File: src/hw/rtl/clt_pkg.sv
`timescale 1ns / 1ps

package clt_pkg;

	localparam int CONN_SLOTS   = 256;
	localparam int NODE_ENTRIES = 16;
	localparam int NODE_WORDS   = 14;
	localparam int READ_WORDS   = NODE_WORDS + 1;
	localparam int NS_PER_US    = 1000;

	localparam int CONN_AW = $clog2(CONN_SLOTS);
	localparam int NODE_AW = (NODE_ENTRIES > 1) ? $clog2(NODE_ENTRIES) : 1;
	localparam int ST_DEPTH = NODE_ENTRIES * NODE_WORDS;
	localparam int ST_AW   = $clog2(ST_DEPTH);

	// divide by NS_PER_US: 16-bit digits, each through one reciprocal multiply
	localparam int DIV_DIGIT_W = 16;
	localparam int DIV_STEPS   = 64 / DIV_DIGIT_W;
	localparam int DIV_CW      = $clog2(DIV_STEPS);
	localparam int REM_W       = $clog2(NS_PER_US);
	localparam int DIV_PART_W  = REM_W + DIV_DIGIT_W;
	localparam int DIV_SHIFT   = DIV_PART_W + REM_W;
	localparam int DIV_MAGIC_W = DIV_SHIFT - REM_W + 1;
	localparam logic [DIV_MAGIC_W-1:0] DIV_MAGIC = DIV_MAGIC_W'(
		((64'd1 << DIV_SHIFT) + 64'(NS_PER_US) - 64'd1) / 64'(NS_PER_US));

	typedef enum logic [1:0] {
		CMD_SEND  = 2'd0,
		CMD_RECV  = 2'd1,
		CMD_CLOSE = 2'd2,
		CMD_READ  = 2'd3
	} cmd_t;

	localparam logic [3:0] ST_IN    = 4'd0;
	localparam logic [3:0] ST_OUT   = 4'd1;
	localparam logic [3:0] ST_PID   = 4'd2;
	localparam logic [3:0] ST_REQ   = 4'd3;
	localparam logic [3:0] ST_CHZ   = 4'd4;
	localparam logic [3:0] ST_CUS   = 4'd5;
	localparam logic [3:0] ST_CMAX  = 4'd6;
	localparam logic [3:0] ST_SHZ   = 4'd7;
	localparam logic [3:0] ST_SUS   = 4'd8;
	localparam logic [3:0] ST_SMAX  = 4'd9;
	localparam logic [3:0] ST_CADDR = 4'd10;
	localparam logic [3:0] ST_SADDR = 4'd11;
	localparam logic [3:0] ST_SPORT = 4'd12;
	localparam logic [3:0] ST_DPORT = 4'd13;
	localparam logic [3:0] ST_LAST  = 4'd13;
	localparam logic [3:0] RD_LAST  = 4'd14;

	typedef struct packed {
		logic        is_server;
		logic [31:0] owner;
		logic [31:0] laddr;
		logic [31:0] raddr;
		logic [15:0] lport;
		logic [15:0] rport;
		logic [63:0] bytes_in;
		logic [63:0] bytes_out;
		logic [63:0] eg_first;
		logic [63:0] eg_last;
		logic [63:0] in_first;
		logic [63:0] in_last;
	} conn_rec_t;

	localparam int REC_W = $bits(conn_rec_t);

	typedef struct packed {
		logic busy;
		logic done;
	} div_stat_t;

endpackage

File: src/hw/rtl/clt_div.sv
`timescale 1ns / 1ps

module clt_div (
	input  logic              clk,
	input  logic              arst_n,
	input  logic              start,
	input  logic [63:0]       dividend,
	output clt_pkg::div_stat_t stat,
	output logic [31:0]       quotient
);
	import clt_pkg::*;

	localparam int PROD_W = DIV_PART_W + DIV_MAGIC_W;

	logic [63:0]            dvd_q;
	logic [REM_W-1:0]       rem_q;
	logic [DIV_CW-1:0]      cnt_q;
	logic                   busy_q;
	logic                   done_q;
	logic [DIV_PART_W-1:0]  part;
	logic [PROD_W-1:0]      prod;
	logic [DIV_DIGIT_W-1:0] digit;
	logic [DIV_PART_W-1:0]  back;
	logic [DIV_PART_W-1:0]  rem_nx;

	// remainder and next dividend digit, quotient digit by reciprocal multiply
	assign part   = {rem_q, dvd_q[63 -: DIV_DIGIT_W]};
	assign prod   = PROD_W'(part) * PROD_W'(DIV_MAGIC);
	assign digit  = prod[DIV_SHIFT +: DIV_DIGIT_W];
	assign back   = DIV_PART_W'(digit) * DIV_PART_W'(NS_PER_US);
	assign rem_nx = part - back;

	always_ff @(posedge clk or negedge arst_n) begin
		if (!arst_n) begin
			busy_q <= 1'b0;
			done_q <= 1'b0;
			cnt_q  <= '0;
		end else begin
			done_q <= busy_q && (cnt_q == DIV_CW'(DIV_STEPS - 1));
			if (start) begin
				busy_q <= 1'b1;
				cnt_q  <= '0;
			end else if (busy_q) begin
				cnt_q <= cnt_q + 1'b1;
				if (cnt_q == DIV_CW'(DIV_STEPS - 1)) begin
					busy_q <= 1'b0;
				end
			end
		end
	end

	always_ff @(posedge clk) begin
		if (start) begin
			dvd_q    <= dividend;
			rem_q    <= '0;
			quotient <= '0;
		end else if (busy_q) begin
			dvd_q    <= {dvd_q[63-DIV_DIGIT_W:0], DIV_DIGIT_W'(0)};
			rem_q    <= rem_nx[REM_W-1:0];
			quotient <= {quotient[31-DIV_DIGIT_W:0], digit};
		end
	end

	assign stat.busy = busy_q;
	assign stat.done = done_q;

endmodule

File: config.mk
export PLATFORM = sky130hd
export DESIGN_NAME = clt_div
export DESIGN_NICKNAME = d
export VERILOG_FILES = /design/src/hw/rtl/clt_pkg.sv /design/src/hw/rtl/clt_div.sv
export SDC_FILE = /design/constraint.sdc
export NUM_CORES = 1
export LEC_CHECK = 0
export ABC_AREA = 1
export BUFFER_PORTS_ARGS = -buffer_cell sky130_fd_sc_hd__buf_2
export CORE_MARGIN = 2
export CORE_UTILIZATION = 40
export DETAILED_ROUTE_END_ITERATION = 8
export PLACE_DENSITY = 0.57
export SLEW_MARGIN = 20
export SYNTH_ARGS = -nofsm -noshare
export SYNTH_HDL_FRONTEND = slang
export SYNTH_SLANG_ARGS = --single-unit
File: constraint.sdc
create_clock -name clk -period 21.3 [get_ports clk]
set_clock_uncertainty 0.15 [all_clocks]
set_input_delay 5.325 -clock clk [delete_from_list [all_inputs] [get_ports clk]]
set_output_delay 5.325 -clock clk [all_outputs]
set_load 0.05 [all_outputs]
* After elaboration in Yosys (flattened, before gate mapping)
Index checks and enable logic that the tools add are counted.
** Word-level totals
- Register bits after elaboration :: 110
- Input bits :: 67
- Output and inout port bits :: 34
** Cells by class
- Add/subtract/negate cells :: 2
- $mul :: 2
- Eq/ne operators :: 1
- Multiplexer cells :: 7
- Reductions and logical operators :: 2
** Operators by type and width (count)
- 64-bit 2-to-1 mux :: 2
- 26-bit by 27-bit multiplier with 52-bit output, second input constant :: 1
- 16-bit by 7-bit multiplier with 7-bit output, second input constant :: 1
- 10-bit subtractor :: 1
- 2-bit 2-to-1 mux :: 2
- 1-bit 2-to-1 mux :: 3
- 2-bit by 1-bit adder with 2-bit output, second input constant :: 1
- 2-bit equality test, second input constant :: 1
- 2-bit nonzero test :: 1
- 1-bit logical AND :: 1

* Depth between registers and ports, before layout
- Depth in word-level cells :: 4
- Mapped depth :: 46

* Least setup slack after synthesis
OpenSTA, ideal clock, no wires.
- Kind :: reg-to-reg
- Start point :: register dvd_q[63]
- End point :: register rem_q[9]
- Library setup time :: 113 ps
- Data arrival time :: 8700 ps
- Required time :: 21037 ps
- Slack :: 12337 ps
- Cell stages (with the launch flop) :: 42
- Path buffers :: 0
- Cells stage by stage :: edfxtp_1 > inv_1 > ha_1 > fa_1 > inv_1 > fa_1 > inv_1 > fa_1 > inv_1 > fa_1 > fa_1 > inv_1 > fa_1 > inv_1 > ha_1 > a21oi_1 > o21ai_0 > a211oi_1 > (+6 left out) > ha_1 > inv_1 > fa_1 > inv_1 > fa_1 > ha_1 > xnor2_1 > ha_1 > a21oi_1 > xor2_1 > nand3b_1 > nand2_1 > inv_1 > nand2_1 > nand2_1 > nand2_1 > nand3_1 > nand2_1
** On the way
- Cells in the longest elaborated chain, start to end :: 3
** RTL lines
- from (decl) :: line clt_div.sv:15 : logic [63:0] dvd_q;
- from (signal assigned) :: line clt_div.sv:54 : dvd_q <= dividend;
- from (signal assigned) :: line clt_div.sv:58 : dvd_q <= {dvd_q[63-DIV_DIGIT_W:0], DIV_DIGIT_W'(0)};
- 26-bit by 27-bit multiplier with 52-bit output :: line clt_div.sv:28 : assign prod = PROD_W'(part) * PROD_W'(DIV_MAGIC);
- 16-bit by 7-bit multiplier with 7-bit output :: line clt_div.sv:30 : assign back = DIV_PART_W'(digit) * DIV_PART_W'(NS_PER_US);
- via back[4] :: line clt_div.sv:23 : logic [DIV_PART_W-1:0] back;
- 10-bit subtractor :: line clt_div.sv:31 : assign rem_nx = part - back;
- to (signal assigned) :: line clt_div.sv:59 : rem_q <= rem_nx[REM_W-1:0];
- to (decl) :: line clt_div.sv:16 : logic [REM_W-1:0] rem_q;
The timed path passes the listed nets, and every way through them passes these cells.
A chain may end at the register's enable or synchronous reset.

* Final worst setup path
Same ends and word-level chain as after synthesis.

==> reports/qor.csv <==
stage;metric;value;unit
sta;fin crit share;47.4;%
setup_path;R2R Setup Slk;11.20;ns
clock_tree;# resized after CTS;0;
placement;port buffer count;100;
synthesis;Avg Synthesized Cell Area;8.83;um^2
drt;drt drc;0;
outcome;status;completed;
clock_tree;H-tree depth;3;
synthesis;Seq/Total Area, Yosys;18.3;%
clock_tree;Reg clk slew, reported paths;0.08;ns
setup_path;worst path arrival time;10.20;ns
layout;Antenna diodes;0;
synthesis;synth warn;0;
layout;area grow syn2layout;9.05;%
drt;wire length per cell;17.2;um
floorplanning;DIE HEIGHT;202;um
setup_path;slowest CP cell;edfxtp_1;
synthesis;Gate Count Post-Synth;1775;
sta;worst-margin pin slew;0.934;ns
setup_path;worst-path fanout max;9;
floorplanning;die width;202;um
synthesis;#FFs+latches synth;110;
setup_path;reg-to-reg endpoint;rem_q[9];
sta;Max-slew headroom;37.7;%
floorplanning;IO Pins;101;
layout;multi-input logic area;10900;um^2
drt;vias after detailed routing;11400;
sta;endpoints failing hold;0;
clock_tree;postcts setup bufs;0;
grt;total gr overflow;0;
layout;commonest non-fill, non-tap cell in the layout;inv_1;
flow_run;number of max-cap violations;0;
layout;fill cell count;3868;
floorplanning;starting density of the core;40.5;%
setup_path;Worst setup SP type;register;
grt;gr usage total;21.2;%
grt;first-pass GRT wire length;66.6;mm
clock_tree;clk sink count;110;
clock_tree;CTS tree;built;
sta;Setup-failing EPs final;0;
setup_path;R2R depth;39;
sta;peak clock frequency supported by timing;99.0;MHz
clock_tree;worst-skew pair later-pin latency;0.36;ns
sta;minimum clock period;10.10;ns
synthesis;Post-Synthesis Cell Area;15700;um^2
layout;most frequent cells in the layout;inv_1 (488), nand2_1 (355), ha_1 (285), fa_1 (216), buf_2 (100);
worst_hold_path;Hold Crit Start;quotient[21];
synthesis;unique cell type count in the Yosys netlist;48;
sta;setup TNS;0;ns
layout;fin nets;2440;
clock_tree;CTS Buffer Depth;2;
floorplanning;full die area;40800;um^2
placement;Final HPWL DP;35.2;mm
grt;initial antenna violation count;0;
setup_path;critical path capture point type;register;
drt;Detailed Routing Iterations Pass 1;5;
setup_path;CP Class;reg2reg;
drt;final WL;41.1;mm
clock_tree;Clock Tree Root;clkbuf_16;
drt;initial DRC count;606;
clock_tree;TritonCTS Buffers;9;
sta;RSZ-0062 raised after global routing;no;
setup_path;WP data required;21.40;ns
drt;Vias/cell;4.77;
setup_path;reg2reg start;dvd_q[63];
floorplanning;core area;38600;um^2
layout;FF+latch area;2860;um^2
setup_path;CP peak stage delay;0.81;ns
layout;layout cells sized above 1;8.15;%
clock_tree;hold buffer count at CTS;0;
drt;Detail Route Antenna Nets;0;
floorplanning;Core Rows;72;
grt;vias in the first global route;12200;
grt;pin count of the biggest net entering global routing;75;
worst_hold_path;Min-Delay Path Depth;2;
worst_hold_path;Worst Hold Class;reg2reg;
worst_hold_path;worst hold endpoint;quotient[21];
placement;gp weighted congestion;0.931;
synthesis;syn nets;2343;
sta;final count of pins violating max slew;0;
-- routing by layer --
layer  up-vias  wire, um  global-route usage, %
met3        53      1510                   2.35
met4         0      1230                   6.51
li1       5630         -                      -
met2       243     19500                   36.1
met5         -         0                      0
met1      5500     18800                   28.4
-- through the flow --
stage          utilization (%)  area (um^2)  hold WS, ns  setup slack [ns]  instances
2_1_floorplan                -        15700        0.333             12.34       1775
4_1_cts                   44.2        17100        0.318             11.21       2395
3_5_place_dp              43.4        16800        0.300             11.23       2379
5_1_grt                   44.2        17100        0.353             10.63       2395
6_report                  44.2        17100        0.318             11.20       2395
3_3_place_gp              43.4        16800        0.290             11.36       2379
-- flip-flops by register name (all words and copies together) (netlist names) --
name / cells
rem_q: 10
done_q: 1
quotient: 32
busy_q: 1
dvd_q: 64
cnt_q: 2
-- layout make-up --
cell class                 count  area share [%]
clock buffer                   9            1.32
clock inverter                 7           0.454
inverter                     493            10.8
multi-input combinational   1150            63.6
sequential                   110            16.8
tap                          518            3.79
timing repair buffer         108            3.28
-- cell families (layout without fill, tap and decap cells) --
family | after synthesis | after routing | synth area share (%)
AOI/OAI and AO/OA | 144 | 144 | 5.29
DFF | 110 | 110 | 18.3
and+or+nand+nor | 494 | 494 | 13.1
xor gates and xnor gates | 11 | 11 | 0.615
buffers and inverters | 515 | 617 | 12.4
adders and majority gates | 501 | 501 | 50.3
-- synth_stat cells, drive strengths merged --
master  count  share of area [%]
o211ai      1              0.048
a31oi       4               0.16
edfxtp     64                 12
nand4       9               0.36
or2         3               0.12
o21a        2              0.096
clkbuf     18               0.43
o21ai      48                1.5
a211oi      4               0.19
and3        1              0.040
dfxtp      42                5.4
xor2        8               0.45
and2        1              0.040
fa        216                 28
inv       491                 12
nand2     367                9.0
o31ai       2              0.096
nor3        8               0.29
nor4b       1              0.096
ha        285                 23
buf         4               0.17
nor2       61                1.6
a22o        5               0.28
dfrtp       4               0.64
nand3b      4               0.22
xnor2       3               0.17
nor4        1              0.040
clkinv      2              0.048
o21bai      5               0.24
a21oi      52                1.7
nand3      38                1.3
a21o        6               0.29
o22ai      11               0.44
a211o       1              0.056
o221ai      1              0.056
a21boi      2               0.12
-- worst max-delay path by stage --
stage              start  endpoint  slack (ns)  cells past startpoint
2_1_floorplan  dvd_q[63]  rem_q[9]       12.34                     41
3_5_place_dp   dvd_q[63]  rem_q[9]       11.23                     39
6_report       dvd_q[63]  rem_q[9]       11.20                     39
3_3_place_gp   dvd_q[63]  rem_q[9]       11.36                     39
4_1_cts        dvd_q[63]  rem_q[9]       11.21                     39
5_1_grt        dvd_q[63]  rem_q[9]       10.63                     41
-- critical path, delay by kind of cell, from the launching register on --
family / cells / cell delay [ns]
AOI/OAI and AO/OA: 5 / 0.85
xor gates and xnor gates: 3 / 0.73
adders and majority gates: 14 / 6.03
buffers and inverters: 8 / 0.68
DFF: 1 / 0.81
and+or+nand+nor: 9 / 0.73
Power is not shown: default switching activity piles up to over one toggle a cycle in this logic, so the estimate is an artifact.
